===== src/hw/rtl/mlptq_pkg.sv =====
package mlptq_pkg;

    localparam int OP_W = 2;
    localparam int LEVEL_W = 2;
    localparam int TAG_W = 16;
    localparam int STATUS_W = 2;
    localparam int CFG_W = 3;

    localparam logic [OP_W-1:0] OP_ADD = 2'd0;
    localparam logic [OP_W-1:0] OP_TAKE = 2'd1;
    localparam logic [OP_W-1:0] OP_REMOVE = 2'd2;

    localparam logic [STATUS_W-1:0] ST_DONE = 2'd0;
    localparam logic [STATUS_W-1:0] ST_BAD_LEVEL = 2'd1;
    localparam logic [STATUS_W-1:0] ST_NOT_FOUND = 2'd2;
    localparam logic [STATUS_W-1:0] ST_FULL = 2'd3;

    localparam logic [CFG_W-1:0] LEVELS_RESET = 3'd3;

endpackage


===== src/hw/rtl/multi_level_priority_task_queue_unit.sv =====
// Add, out-of-range and ignored requests go from the decide state straight to the finish state.
// Take next and remove also pass through a scan state that reads the N entries of the level
// touched, N being at most QUEUE_DEPTH; an empty level is not scanned.
// A new request is accepted only after the result is loaded, so one request is handled at a
// time; the result waits in an output register until it is taken.
// Synchronous active-low reset empties every level and sets the level register to 3.
module multi_level_priority_task_queue_unit #(
    parameter int MAX_LEVELS = 4,
    parameter int QUEUE_DEPTH = 16,
    parameter int TAG_BITS = 16
) (
    input  logic                             aclk,
    input  logic                             aresetn,
    input  logic                             cfg_write_enable,
    input  logic [mlptq_pkg::CFG_W-1:0]      cfg_write_data,
    input  logic                             s_valid,
    output logic                             s_ready,
    input  logic [mlptq_pkg::OP_W-1:0]       s_operation,
    input  logic [mlptq_pkg::LEVEL_W-1:0]    s_level,
    input  logic [mlptq_pkg::TAG_W-1:0]      s_task_tag,
    output logic                             m_valid,
    input  logic                             m_ready,
    output logic [mlptq_pkg::STATUS_W-1:0]   m_status,
    output logic [mlptq_pkg::TAG_W-1:0]      m_served_tag,
    output logic [mlptq_pkg::LEVEL_W-1:0]    m_served_level
);

    localparam int LW = (MAX_LEVELS > 1) ? $clog2(MAX_LEVELS) : 1;
    localparam int AW = $clog2(MAX_LEVELS + 1);
    localparam int KW = (AW > mlptq_pkg::CFG_W) ? AW : mlptq_pkg::CFG_W;
    localparam int CNTW = $clog2(QUEUE_DEPTH + 1);
    localparam int PW = $clog2(QUEUE_DEPTH);
    localparam int WORDS = MAX_LEVELS * QUEUE_DEPTH;
    localparam int ADW = (WORDS > 1) ? $clog2(WORDS) : 1;

    localparam logic [1:0] S_IDLE = 2'd0;
    localparam logic [1:0] S_DECIDE = 2'd1;
    localparam logic [1:0] S_SCAN = 2'd2;
    localparam logic [1:0] S_FINISH = 2'd3;

    logic [TAG_BITS-1:0] entry_store [WORDS];
    logic [TAG_BITS-1:0] mem_rd_data_reg;
    logic                mem_rd_en;
    logic [ADW-1:0]      mem_rd_addr;
    logic                mem_wr_en;
    logic [ADW-1:0]      mem_wr_addr;
    logic [TAG_BITS-1:0] mem_wr_data;

    logic [CNTW-1:0] level_count_reg [MAX_LEVELS];
    logic            cnt_wr_en;
    logic [LW-1:0]   cnt_wr_lvl;
    logic [CNTW-1:0] cnt_wr_val;

    logic [mlptq_pkg::CFG_W-1:0] levels_in_use_reg;

    logic [1:0] state_reg, state_next;
    logic [mlptq_pkg::OP_W-1:0] req_op_reg;
    logic [mlptq_pkg::LEVEL_W-1:0] req_level_reg;
    logic [TAG_BITS-1:0] req_tag_reg;

    logic [CNTW-1:0] rd_pos_reg, rd_pos_next;
    logic [PW-1:0]   data_pos_reg, data_pos_next;
    logic            found_reg, found_next;
    logic [CNTW-1:0] n_reg, n_next;
    logic [LW-1:0]   work_lvl_reg, work_lvl_next;
    logic            is_take_reg, is_take_next;
    logic [mlptq_pkg::STATUS_W-1:0] res_status_reg, res_status_next;
    logic [TAG_BITS-1:0] res_tag_reg, res_tag_next;

    logic m_valid_reg, m_valid_next;
    logic [mlptq_pkg::STATUS_W-1:0] m_status_reg, m_status_next;
    logic [mlptq_pkg::TAG_W-1:0] m_served_tag_reg, m_served_tag_next;
    logic [mlptq_pkg::LEVEL_W-1:0] m_served_level_reg, m_served_level_next;

    logic [KW-1:0]   act_k;
    logic [LW-1:0]   req_lvl_idx;
    logic            req_in_range;
    logic [CNTW-1:0] req_count;
    logic            take_hit;
    logic [LW-1:0]   take_lvl;
    logic [CNTW-1:0] take_count;
    logic            match;

    function automatic logic [ADW-1:0] addr_of(input logic [LW-1:0] lvl,
                                               input logic [PW-1:0] pos);
        addr_of = ADW'(ADW'(lvl) * ADW'(QUEUE_DEPTH)) + ADW'(pos);
    endfunction

    assign s_ready = (state_reg == S_IDLE);
    assign m_valid = m_valid_reg;
    assign m_status = m_status_reg;
    assign m_served_tag = m_served_tag_reg;
    assign m_served_level = m_served_level_reg;

    always_comb begin
        act_k = (KW'(levels_in_use_reg) > KW'(MAX_LEVELS)) ? KW'(MAX_LEVELS)
                                                           : KW'(levels_in_use_reg);
        req_lvl_idx = LW'(req_level_reg);
        req_in_range = KW'(req_level_reg) < act_k;
        req_count = level_count_reg[req_lvl_idx];
        take_hit = 1'b0;
        take_lvl = '0;
        take_count = '0;
        for (int i = 0; i < MAX_LEVELS; i++) begin
            if (!take_hit && (KW'(i) < act_k) && (level_count_reg[i] != '0)) begin
                take_hit = 1'b1;
                take_lvl = LW'(i);
                take_count = level_count_reg[i];
            end
        end
        match = is_take_reg ? (data_pos_reg == '0) : (mem_rd_data_reg == req_tag_reg);
    end

    always_comb begin
        state_next = state_reg;
        rd_pos_next = rd_pos_reg;
        data_pos_next = data_pos_reg;
        found_next = found_reg;
        n_next = n_reg;
        work_lvl_next = work_lvl_reg;
        is_take_next = is_take_reg;
        res_status_next = res_status_reg;
        res_tag_next = res_tag_reg;
        mem_rd_en = 1'b0;
        mem_rd_addr = '0;
        mem_wr_en = 1'b0;
        mem_wr_addr = '0;
        mem_wr_data = req_tag_reg;
        cnt_wr_en = 1'b0;
        cnt_wr_lvl = work_lvl_reg;
        cnt_wr_val = '0;
        m_valid_next = m_valid_reg && !m_ready;
        m_status_next = m_status_reg;
        m_served_tag_next = m_served_tag_reg;
        m_served_level_next = m_served_level_reg;

        unique case (state_reg)
            S_IDLE: begin
                if (s_valid) begin
                    state_next = S_DECIDE;
                end
            end
            S_DECIDE: begin
                res_tag_next = '0;
                work_lvl_next = '0;
                found_next = 1'b0;
                rd_pos_next = CNTW'(1);
                data_pos_next = '0;
                is_take_next = 1'b0;
                state_next = S_FINISH;
                unique case (req_op_reg)
                    mlptq_pkg::OP_ADD: begin
                        if (!req_in_range) begin
                            res_status_next = mlptq_pkg::ST_BAD_LEVEL;
                        end else if (req_count >= CNTW'(QUEUE_DEPTH)) begin
                            res_status_next = mlptq_pkg::ST_FULL;
                        end else begin
                            res_status_next = mlptq_pkg::ST_DONE;
                            mem_wr_en = 1'b1;
                            mem_wr_addr = addr_of(req_lvl_idx, PW'(req_count));
                            cnt_wr_en = 1'b1;
                            cnt_wr_lvl = req_lvl_idx;
                            cnt_wr_val = req_count + CNTW'(1);
                        end
                    end
                    mlptq_pkg::OP_TAKE: begin
                        res_status_next = mlptq_pkg::ST_NOT_FOUND;
                        if (take_hit) begin
                            is_take_next = 1'b1;
                            work_lvl_next = take_lvl;
                            n_next = take_count;
                            mem_rd_en = 1'b1;
                            mem_rd_addr = addr_of(take_lvl, '0);
                            state_next = S_SCAN;
                        end
                    end
                    mlptq_pkg::OP_REMOVE: begin
                        if (!req_in_range) begin
                            res_status_next = mlptq_pkg::ST_BAD_LEVEL;
                        end else begin
                            res_status_next = mlptq_pkg::ST_NOT_FOUND;
                            if (req_count != '0) begin
                                work_lvl_next = req_lvl_idx;
                                n_next = req_count;
                                mem_rd_en = 1'b1;
                                mem_rd_addr = addr_of(req_lvl_idx, '0);
                                state_next = S_SCAN;
                            end
                        end
                    end
                    default: begin
                        res_status_next = mlptq_pkg::ST_DONE;
                    end
                endcase
            end
            S_SCAN: begin
                if (rd_pos_reg < n_reg) begin
                    mem_rd_en = 1'b1;
                    mem_rd_addr = addr_of(work_lvl_reg, PW'(rd_pos_reg));
                    rd_pos_next = rd_pos_reg + CNTW'(1);
                end
                data_pos_next = data_pos_reg + PW'(1);
                found_next = found_reg || match;
                if (is_take_reg && (data_pos_reg == '0)) begin
                    res_tag_next = mem_rd_data_reg;
                end
                // Once the entry is found, every later word moves up one place.
                if (found_reg) begin
                    mem_wr_en = 1'b1;
                    mem_wr_addr = addr_of(work_lvl_reg, data_pos_reg - PW'(1));
                    mem_wr_data = mem_rd_data_reg;
                end
                if (data_pos_reg == PW'(n_reg - CNTW'(1))) begin
                    state_next = S_FINISH;
                    if (found_next) begin
                        res_status_next = mlptq_pkg::ST_DONE;
                        cnt_wr_en = 1'b1;
                        cnt_wr_lvl = work_lvl_reg;
                        cnt_wr_val = n_reg - CNTW'(1);
                    end else begin
                        res_status_next = mlptq_pkg::ST_NOT_FOUND;
                    end
                end
            end
            S_FINISH: begin
                if (!m_valid_reg || m_ready) begin
                    m_valid_next = 1'b1;
                    m_status_next = res_status_reg;
                    m_served_tag_next = mlptq_pkg::TAG_W'(res_tag_reg);
                    m_served_level_next = is_take_reg ? mlptq_pkg::LEVEL_W'(work_lvl_reg)
                                                      : '0;
                    state_next = S_IDLE;
                end
            end
            default: begin
                state_next = S_IDLE;
            end
        endcase
    end

    always_ff @(posedge aclk) begin
        if (mem_wr_en) begin
            entry_store[mem_wr_addr] <= mem_wr_data;
        end
        if (mem_rd_en) begin
            mem_rd_data_reg <= entry_store[mem_rd_addr];
        end
    end

    always_ff @(posedge aclk) begin
        if (!aresetn) begin
            state_reg <= S_IDLE;
            m_valid_reg <= 1'b0;
            levels_in_use_reg <= mlptq_pkg::LEVELS_RESET;
            for (int i = 0; i < MAX_LEVELS; i++) begin
                level_count_reg[i] <= '0;
            end
        end else begin
            state_reg <= state_next;
            m_valid_reg <= m_valid_next;
            if (cfg_write_enable) begin
                levels_in_use_reg <= cfg_write_data;
            end
            if (cnt_wr_en) begin
                level_count_reg[cnt_wr_lvl] <= cnt_wr_val;
            end
        end
    end

    always_ff @(posedge aclk) begin
        if (s_valid && s_ready) begin
            req_op_reg <= s_operation;
            req_level_reg <= s_level;
            req_tag_reg <= TAG_BITS'(s_task_tag);
        end
        rd_pos_reg <= rd_pos_next;
        data_pos_reg <= data_pos_next;
        found_reg <= found_next;
        n_reg <= n_next;
        work_lvl_reg <= work_lvl_next;
        is_take_reg <= is_take_next;
        res_status_reg <= res_status_next;
        res_tag_reg <= res_tag_next;
        m_status_reg <= m_status_next;
        m_served_tag_reg <= m_served_tag_next;
        m_served_level_reg <= m_served_level_next;
    end

endmodule

===== config.mk =====
export PLATFORM = sky130hd
export DESIGN_NAME = multi_level_priority_task_queue_unit
export DESIGN_NICKNAME = d
export VERILOG_FILES = /design/src/hw/rtl/mlptq_pkg.sv /design/src/hw/rtl/multi_level_priority_task_queue_unit.sv
export SDC_FILE = /design/constraint.sdc
export NUM_CORES = 1
export LEC_CHECK = 0
export ABC_CLOCK_PERIOD_IN_PS = 4800
export BUFFER_PORTS_ARGS = -buffer_cell sky130_fd_sc_hd__buf_2
export CAP_MARGIN = 20
export CORE_ASPECT_RATIO = 0.9
export CORE_MARGIN = 4
export CORE_UTILIZATION = 40
export CTS_CLUSTER_SIZE = 20
export DETAILED_ROUTE_END_ITERATION = 8
export PLACE_DENSITY_LB_ADDON = 0.08
export SLEW_MARGIN = 30
export SYNTH_ARGS = -nofsm -noshare
export SYNTH_HDL_FRONTEND = slang
export SYNTH_SLANG_ARGS = --single-unit

===== constraint.sdc =====
create_clock -name aclk -period 4.8 [get_ports aclk]
set_input_delay 0.24 -clock aclk [delete_from_list [all_inputs] [get_ports aclk]]
set_output_delay 0.24 -clock aclk [all_outputs]
set_load 0.005 [all_outputs]

Word level (Yosys, flattened, before mapping)
Memory sizes are Yosys's and may differ from the RTL's. A register that Yosys moved wholly into a read port is not among the register bits. Index checks and enable logic that the tools add are counted.

Register bits after elaboration: 82. Bits in writable memories: 1044. Output and inout bits: 22. Word-level logic and storage cells: 175. Memories kept: 2.

Memory list: entry_store (words 64, width 16, rd ports 1, clocked after Yosys merged registers in 1, write ports 1, line multi_level_priority_task_queue_unit.sv:41) `logic [TAG_BITS-1:0] entry_store [WORDS];`; level_count_reg (words 4, width 5, rd ports 5, clocked after Yosys merged registers in 1, write ports 4, line multi_level_priority_task_queue_unit.sv:49) `logic [CNTW-1:0] level_count_reg [MAX_LEVELS];`.

Add/sub/neg operators: 8. Order comparisons: 8. Eq/ne operators: 15. Muxes and demuxes: 91. Reduce and logical (&&, ||, !) cells: 34.

Operator list (count): two-way mux 5 bit (14); two-way mux 16 bit (3); two-way mux 6 bit (8); two-way mux 2 bit (19); case mux 6 bit (2 select lines) (3); case mux 16 bit (2 select lines) (1); case mux 5 bit (2 select lines) (3); two-way mux 1 bit (28); nonzero test 5 bit (5); adder 6 x 4 -> 6 bit (3); == test 16 bit (1); != test 2 bit, second input constant (8); case mux 1 bit (2 select lines) (6); adder 5 x 1 -> 5 bit, second input constant (2); logical AND 1 bit (10); case mux 2 bit (2 select lines) (2); case mux 2 bit (4 select lines) (1); case mux 4 bit (2 select lines) (1); AND reduction 2 bit (4); == test 2 bit, second input constant (3); < comparator 1 x 3 -> 1 bit, first input constant (2); < comparator 2 x 3 -> 1 bit, first input constant (2); case mux 2 bit (3 select lines) (1); >= comparator 5 bit, second input constant (1); other kinds (17) (25).

Logic depth before layout (Yosys ltp)
Gate-level depths: netlist of the first run.

Depth after elaboration: 20. Depth in mapped cells: 14. Mapped depth without buffers: 11.

Worst setup path after synthesis of the first run
OpenSTA, ideal clock, no wires.

Path type: reg-to-reg. Start point: register levels_in_use_reg[2] in the netlist's numbering. End point: memory entry_store[49][0] (enable). Arrival time: 3166 ps. Required time: 4412 ps. Slack: 1246 ps. Stages on the path, launching flop included: 12. Path buffers: 2. Period minus slack after synthesis: 3554 ps. Cell sequence: dfxtp_1 -> clkbuf_1 -> nand2b_1 -> ha_1 -> a21oi_1 -> or2_1 -> nand4_1 -> o22ai_1 -> nor2b_1 -> nand2b_1 -> clkbuf_1 -> nor2_1.

Word-level cells in the longest chain between the ends: 8. Elaborated cells on any way between the ends: 11. Classes of those cells: 2 x order compare; 9 x mux.

Ends and longest elaborated chain: from (decl) (line multi_level_priority_task_queue_unit.sv:54) `logic [mlptq_pkg::CFG_W-1:0] levels_in_use_reg;`; from (signal assigned) (line multi_level_priority_task_queue_unit.sv:254) `levels_in_use_reg <= mlptq_pkg::LEVELS_RESET;`; from (signal assigned) (line multi_level_priority_task_queue_unit.sv:262) `levels_in_use_reg <= cfg_write_data;`; > comparator 3 bit (line multi_level_priority_task_queue_unit.sv:96) `act_k = (KW'(levels_in_use_reg) > KW'(MAX_LEVELS)) ? KW'(MAX_LEVELS)`; two-way mux 3 bit * (line multi_level_priority_task_queue_unit.sv:96); < comparator 2 x 3 -> 1 bit * (line multi_level_priority_task_queue_unit.sv:99) `req_in_range = KW'(req_level_reg) < act_k;`; two-way mux 1 bit (line multi_level_priority_task_queue_unit.sv:153) `if (!req_in_range) begin`; two-way mux 1 bit (line multi_level_priority_task_queue_unit.sv:151) `unique case (req_op_reg)`; case mux 1 bit (2 select lines) (line multi_level_priority_task_queue_unit.sv:137) `unique case (state_reg)`; two-way mux 1 bit (line multi_level_priority_task_queue_unit.sv:242) `if (mem_wr_en) begin`; two-way mux 1 bit (not written as such) (line multi_level_priority_task_queue_unit.sv:243) `entry_store[mem_wr_addr] <= mem_wr_data;`; to (decl) (line multi_level_priority_task_queue_unit.sv:41).

Every way passes the cells marked *; elsewhere a longest branch is shown, timed or not.

Worst setup path after layout of the first run
Start point: register state_reg[0]. End point: register mem_rd_data_reg[1], read port of entry_store, data pin.

Word-level cells in the longest chain between the ends: 2. Elaborated cells on any way between the ends: 4. Classes of those cells: 2 x eq/ne; 2 x mux.

Ends and longest elaborated chain: from (decl) (line multi_level_priority_task_queue_unit.sv:56) `logic [1:0] state_reg, state_next;`; from (signal assigned) (line multi_level_priority_task_queue_unit.sv:259) `state_reg <= state_next;`; == test 2 bit or == test 2 x 1 -> 1 bit (tied branches) (line multi_level_priority_task_queue_unit.sv:137); case mux 6 bit (2 select lines) or case mux 1 bit (2 select lines) (tied branches) (line multi_level_priority_task_queue_unit.sv:137); to (decl) (line multi_level_priority_task_queue_unit.sv:42) `logic [TAG_BITS-1:0] mem_rd_data_reg;`.

Several ways; a longest one is shown, not always the timed one. A chain may end at the register's enable or synchronous reset.

==> reports/results.ini, run 1 <==
[floorplanning]
initial_utilization_pct=40.4
fp.dieArea_um2=120000
placeableCoreArea_um2=114000
die_width_um=365
row_count=117
ios=50
die_height_um=329

[global_routing]
grt.total_usage_pct=24.3
grt_start_max_net_pins=65
wire_length_of_the_first_global_routing_pass_mm=209
antenna_found_initial=8
vias_in_the_first_global_route=27000
overflow=0

[pwr]
irDropWorstVdd_mv=0.323
combinationalPowerShare_pct=25.0
clockPowerShare_pct=31.1
netSwitchingPower_mw=9.37
power-per-cell-area_nw_per_um2=543
internal-power_mw=19.4
power.static_leakage_nw=17.5
switching_share_pct=32.5
seq_power_share_pct=43.9

[synthesis]
synth_largest_type_area_fraction_pct=74.3
top_cells_by_area_synth=edfxtp_1 (74%), mux2i_1 (2.8%), a21oi_1 (2.0%)
syn_inst=2943
ys_dominant_reg_cell=edfxtp_1
mappedNetlistNets=2990
postSynthRegisterBits=1144
post_synth_edffs=1136
ys_types=78
synth.cells.most_frequent=edfxtp_1 (1,136), a21oi_1 (188), nand2_1 (181)
post_synth_instance_area_um2=45900
synthesis.yosys.warnings=0
ys_seq_area_share_pct=74.6
post_synth.cell_area_avg_um2=15.6
synth-async-reset-ratio_pct=0
synth_most_common_cell=edfxtp_1
synth_area_leader_cell=edfxtp_1

[drt]
drt_iter0_drc=3802
finalWirelength_mm=148
via_density_per_instance=5.98
via_count=28300
detail-route-antenna-nets=0
drt-pass1-iter-count=6
post-route-drc-count=0
routed_wire_length_per_instance_um=31.4

[clocking]
post_cts_buffers=0
cts_tree=yes
tritoncts.num_buffers=119
clock_sinks=1144
clock_insertion_delay_worst_skew_ps=730
clk_transition_reported_paths_ps=60
cts-root-buf=clkbuf_16
cts_buffer_depth=3
ctsHtreeMaxLevel=3
number_of_instances_resized_during_post_cts_repair=0

[run]
max_cap_viol_count=0

[sta]
finalSetupViolations=0
post-route-period-util_pct=88.8
worst-slew-pin-transition_ps=1050
hold_violations=0
finalWorstPathRequiredPeriod_ps=4260
tns_ps=0
report.final.slew_viol_count=0
achievable-frequency_ghz=0.235
maxSlewHeadroom_pct=29.2
setup_repair_after_global_routing_missed_its_margin=false
hold_ws_ps=244
timing.clock.skew_ps=35.4

[worst_setup_path]
critical_path.endpoint_type=register
crit_path_cell_trace=inv_1 -> ha_1 -> nand3b_1 -> nor2_1 -> a32oi_4 -> buf_4 -> nor2_1 -> o311ai_0 -> nand3_1 -> o211ai_1
buffering_stage_count_on_the_worst_path_with_inverters_included=2
cp_max_fo=17
crit_top_cell=nor2_1
timing.critical_path.required_ps=5350
worst-r2r-setup-slack_ps=540
startpoint_type=register
worstPathArrival_ps=4810
worst_path_dominant_cell_family=compound AO/OA/AOI/OAI gates
worstSetupPathType=register to register
crit_path_max_incr_delay_ps=860
timing.critical_path.slowest_stage_cell=o311ai_0

[hold_path]
timing.hold.worst.class=primary input to register

[final_layout]
final_nets=3188
antenna-diode-count=0
finish.cell_count_without_fillers=4730
proportion_of_layout_cells_with_a_drive_suffix_above_1_pct=16.7
filler_cell_count=9847
area_growth_pct=15.5
regArea_um2=34300
largest_register_ffs=1024
multiInputGateArea_um2=11000

[placement]
numPortBuffers=49
place.detailed.instances=4475
gp_congestion=0.878
post-dp-hpwl_mm=95.5

[run_status]
status=finished clean

==> worst paths after layout <==
check	start	to	cells after the start
worst min-delay path	s_task_tag[6]	req_tag_reg[6]	2
worst min register to register	res_tag_reg[15]	m_served_tag[15]	0
worst max register to register	state_reg[0]	mem_rd_data_reg[1]	10
worst max-delay path	state_reg[0]	mem_rd_data_reg[1]	10
==> routing by layer <==
metal,global-route usage (%),routed length [um],up-vias
li1,-,-,12100
met1,37.8,68000,14600
met2,35.3,63600,1372
met3,4.33,12700,193
met4,6.11,3940,6
met5,0,44,-
==> cells in the final DEF (no fill, tap or decap), drive strengths merged, types with 23 or more instances in the layout <==
master / instances
o22ai: 138
edfxtp: 1136
nand2: 183
nor2b: 36
mux2: 81
o221ai: 26
dlygate4sd3: 31
a211oi: 61
o311ai: 38
nand3: 23
inv: 23
and2: 29
clkinv: 64
a21oi: 188
clkbuf: 146
mux2i: 130
xor2: 23
nor4: 27
nor2: 159
o21ai: 145
buf: 237
nor3: 27
==> cells by family (layout without fill, tap and decap cells) <==
group	count (synthesis)	in the layout	synth area share (%)
buffers and inverters	215	515	1.89
flip-flops	1144	1144	74.6
XOR/XNOR	32	32	0.610
adder cells (fa/ha/maj)	19	19	0.518
AND/OR/NAND/NOR	531	531	5.32
multiplexers	233	233	5.90
AO/OA/AOI/OAI	769	769	11.1
==> power by group through the flow <==
stage | Sequential, mW | Combinational [mW] | Clock (mW)
finish | 12.6 | 7.19 | 8.95
floorplan | 12.7 | 3.81 | 0
global route | 12.7 | 7.59 | 9.55
global placement | 12.8 | 7.05 | 0
detailed placement | 12.9 | 7.11 | 0
CTS | 12.6 | 7.15 | 9.11
==> what timing repair did <==
action | in CTS | in global routing
hold buffers | 31 | 0
setup endpoints to repair | 0 | 0
hold endpoints to repair | 27 | 0
==> layout make-up <==
type / instances / area share, %
Timing Repair Buffer: 268 / 4.01
Sequential cell: 1144 / 64.6
Multi-Input combinational cell: 1584 / 20.7
Inverter: 24 / 0.170
Tap cell: 1487 / 3.51
Clock inverter: 77 / 1.13
Clock buffer: 146 / 5.92
==> worst register-to-register path: stages, from the launching register on <==
cell and delay, ps:
dfxtp_1 410, inv_1 100, ha_1 320, nand3b_1 330
nor2_1 280, a32oi_4 730, buf_4 410, nor2_1 80
o311ai_0 860, nand3_1 390, o211ai_1 210
==> stage by stage <==
step | total power, mW | utilization (%) | setup WS, ps | instance area, um2
2_1_floorplan | 16.5 | - | 1250 | 45900
3_3_place_gp | 19.9 | 43.1 | 625 | 49000
3_5_place_dp | 20.0 | 43.1 | 546 | 49000
4_1_cts | 28.9 | 46.7 | 546 | 53000
5_1_grt | 29.8 | 46.7 | 304 | 53100
6_report | 28.8 | 46.7 | 540 | 53100
(Power assumes the default switching activity.)
==> run 2: changes to the inputs <==
- CORE_MARGIN: 4 -> 3
- CORE_UTILIZATION: 40 -> 55
- REMOVE_ABC_BUFFERS: unset -> 1
==> run 2 against run 1 <==
First-iteration DRC count grew 18%. Clock power up 1%. Routed wire length shrank 9.3%. Critical path type unchanged.
==> reports/results.ini, run 2 (same netlist as run 1, synthesis figures left out) <==
[global_routing]
grt_start_max_net_pins=152
antenna_found_initial=4
grt.total_usage_pct=30.7
vias_in_the_first_global_route=27100
overflow=0
wire_length_of_the_first_global_routing_pass_mm=194

[pwr]
post-layout-total-power_mw=28.5
power-per-cell-area_nw_per_um2=543
combinationalPowerShare_pct=23.7
seq_power_share_pct=44.4
clockPowerShare_pct=31.8
irDropWorstVdd_mv=0.374
switching_share_pct=31.0
power.static_leakage_nw=17.4
internal-power_mw=19.7
netSwitchingPower_mw=8.84

[drt]
via_count=28400
post-route-drc-count=0
finalWirelength_mm=135
drt_iter0_drc=4469
via_density_per_instance=6.59
drt-pass1-iter-count=8
detail-route-antenna-nets=0
routed_wire_length_per_instance_um=31.2

[clocking]
number_of_instances_resized_during_post_cts_repair=0
cts-root-buf=clkbuf_16
cts_buffer_depth=3
clock_sinks=1144
clk_transition_reported_paths_ps=60
ctsHtreeMaxLevel=3
tritoncts.num_buffers=111
clock_insertion_delay_worst_skew_ps=690
cts_tree=yes

[floorplanning]
row_count=99
initial_utilization_pct=56.1
die_height_um=280
placeableCoreArea_um2=81900
fp.dieArea_um2=87000
ios=50
die_width_um=311

[worst_setup_path]
critical_path_cell_count=11
crit_path_max_incr_delay_ps=900
rr_worst_depth=11
startpoint_type=register
crit_path_cell_trace=mux2_2 -> o21ai_0 -> ha_1 -> or4b_4 -> o211ai_2 -> o22ai_2 -> a22oi_2 -> buf_4 -> nand2_2 -> nor4_1 -> a2111oi_2
timing.critical_path.required_ps=5190
critical_path.endpoint_type=register
buffering_stage_count_on_the_worst_path_with_inverters_included=1
worstSetupPathType=register to register
timing.critical_path.slowest_stage_cell=nor4_1
worstPathArrival_ps=5080
cp_max_fo=38
worst_path_dominant_cell_family=simple AND/OR/NAND/NOR gates

[hold_path]
timing.hold.worst.start=s_task_tag[9]
timing.hold.worst.class=primary input to register
worstHoldPathCells=2

[sta]
hold_violations=0
timing.clock.skew_ps=36.8
finalSetupViolations=0
maxSlewHeadroom_pct=32.8
post-route-period-util_pct=97.6
finalWorstPathRequiredPeriod_ps=4680
report.final.slew_viol_count=0
tns_ps=0
worst-slew-pin-transition_ps=1010
achievable-frequency_ghz=0.214
setup_repair_after_global_routing_missed_its_margin=false
postLayoutSetupSlackWorst_ps=117

[final_layout]
area_growth_pct=14.3
largest_register_ffs=1024
final_nets=3160
finish.cell_count_without_fillers=4318
highest_count_cells_in_the_layout_ignoring_fill_and_taps=edfxtp_1 (1,136), a21oi_1 (185), nand2_1 (165)
layout.core_utilization_pct=64.1
proportion_of_layout_cells_with_a_drive_suffix_above_1_pct=16.3
mostFrequentLayoutCell=edfxtp_1

[placement]
place.detailed.instances=4078
post-dp-hpwl_mm=82.8
placement.setup.worst_slack_ps=166
gp_congestion=0.935
numPortBuffers=49

[run_status]
status=finished clean

[run]
max_cap_viol_count=0

## run 2: worst register-to-register path, stage by stage, from the launching register on
cell       delay [ps]
dfxtp_1           510
mux2_2            380
o21ai_0           560
ha_1              250
or4b_4            490
o211ai_2          100
o22ai_2           200
a22oi_2           200
buf_4             440
nand2_2           290
nor4_1            900
a2111oi_2          80
## run 2: area by class of cell
cell class | instances | area [um2]
clock inverter | 72 | 890
timing repair buffer | 248 | 1990
inverter | 24 | 90.1
fill | 5807 | 29400
sequential | 1144 | 34300
multi-input combinational | 1584 | 10900
antenna | 1 | 2.50
tap | 1111 | 1390
clock buffer | 134 | 2930
## run 2: power groups by stage
stage | logic (mW) | registers, mW | clock network, mW
after detailed placement | 6.61 | 12.9 | 0
after CTS | 6.65 | 12.7 | 9.18
after global placement | 6.49 | 12.9 | 0
after floorplan | 3.59 | 13.1 | 0
final | 6.77 | 12.7 | 9.08
after global routing | 7.12 | 12.7 | 9.59
## run 2: path summary, 6_finish.rpt
check	to	slack [ps]
setup reg to reg	mem_rd_data_reg[5]	120
hold reg to reg	m_served_tag[5]	420
hold / removal	req_tag_reg[9]	290
setup / recovery	mem_rd_data_reg[5]	120
## run 2: what timing repair did
item	CTS	global route
hold buffers	31	0
hold endpoints to repair	27	0
setup buffers	0	0
## run 2: metrics by stage
| stage | instance area (um2) | hold WS, ps |
|---|---|---|
| 2_1_floorplan | 45100 | 302 |
| 3_5_place_dp | 48300 | 407 |
| 5_1_grt | 52500 | 261 |
| 4_1_cts | 52500 | 241 |
| 3_3_place_gp | 48300 | 408 |
| 6_report | 52500 | 286 |
## run 2: layer usage
layer	GRT usage, %	share of wire, %	up-vias
met1	46.2	42	14500
met2	45.6	44	1641
met5	0	0.011	-
met4	8.98	3.1	2
met3	6.70	11	230
li1	-	-	12100
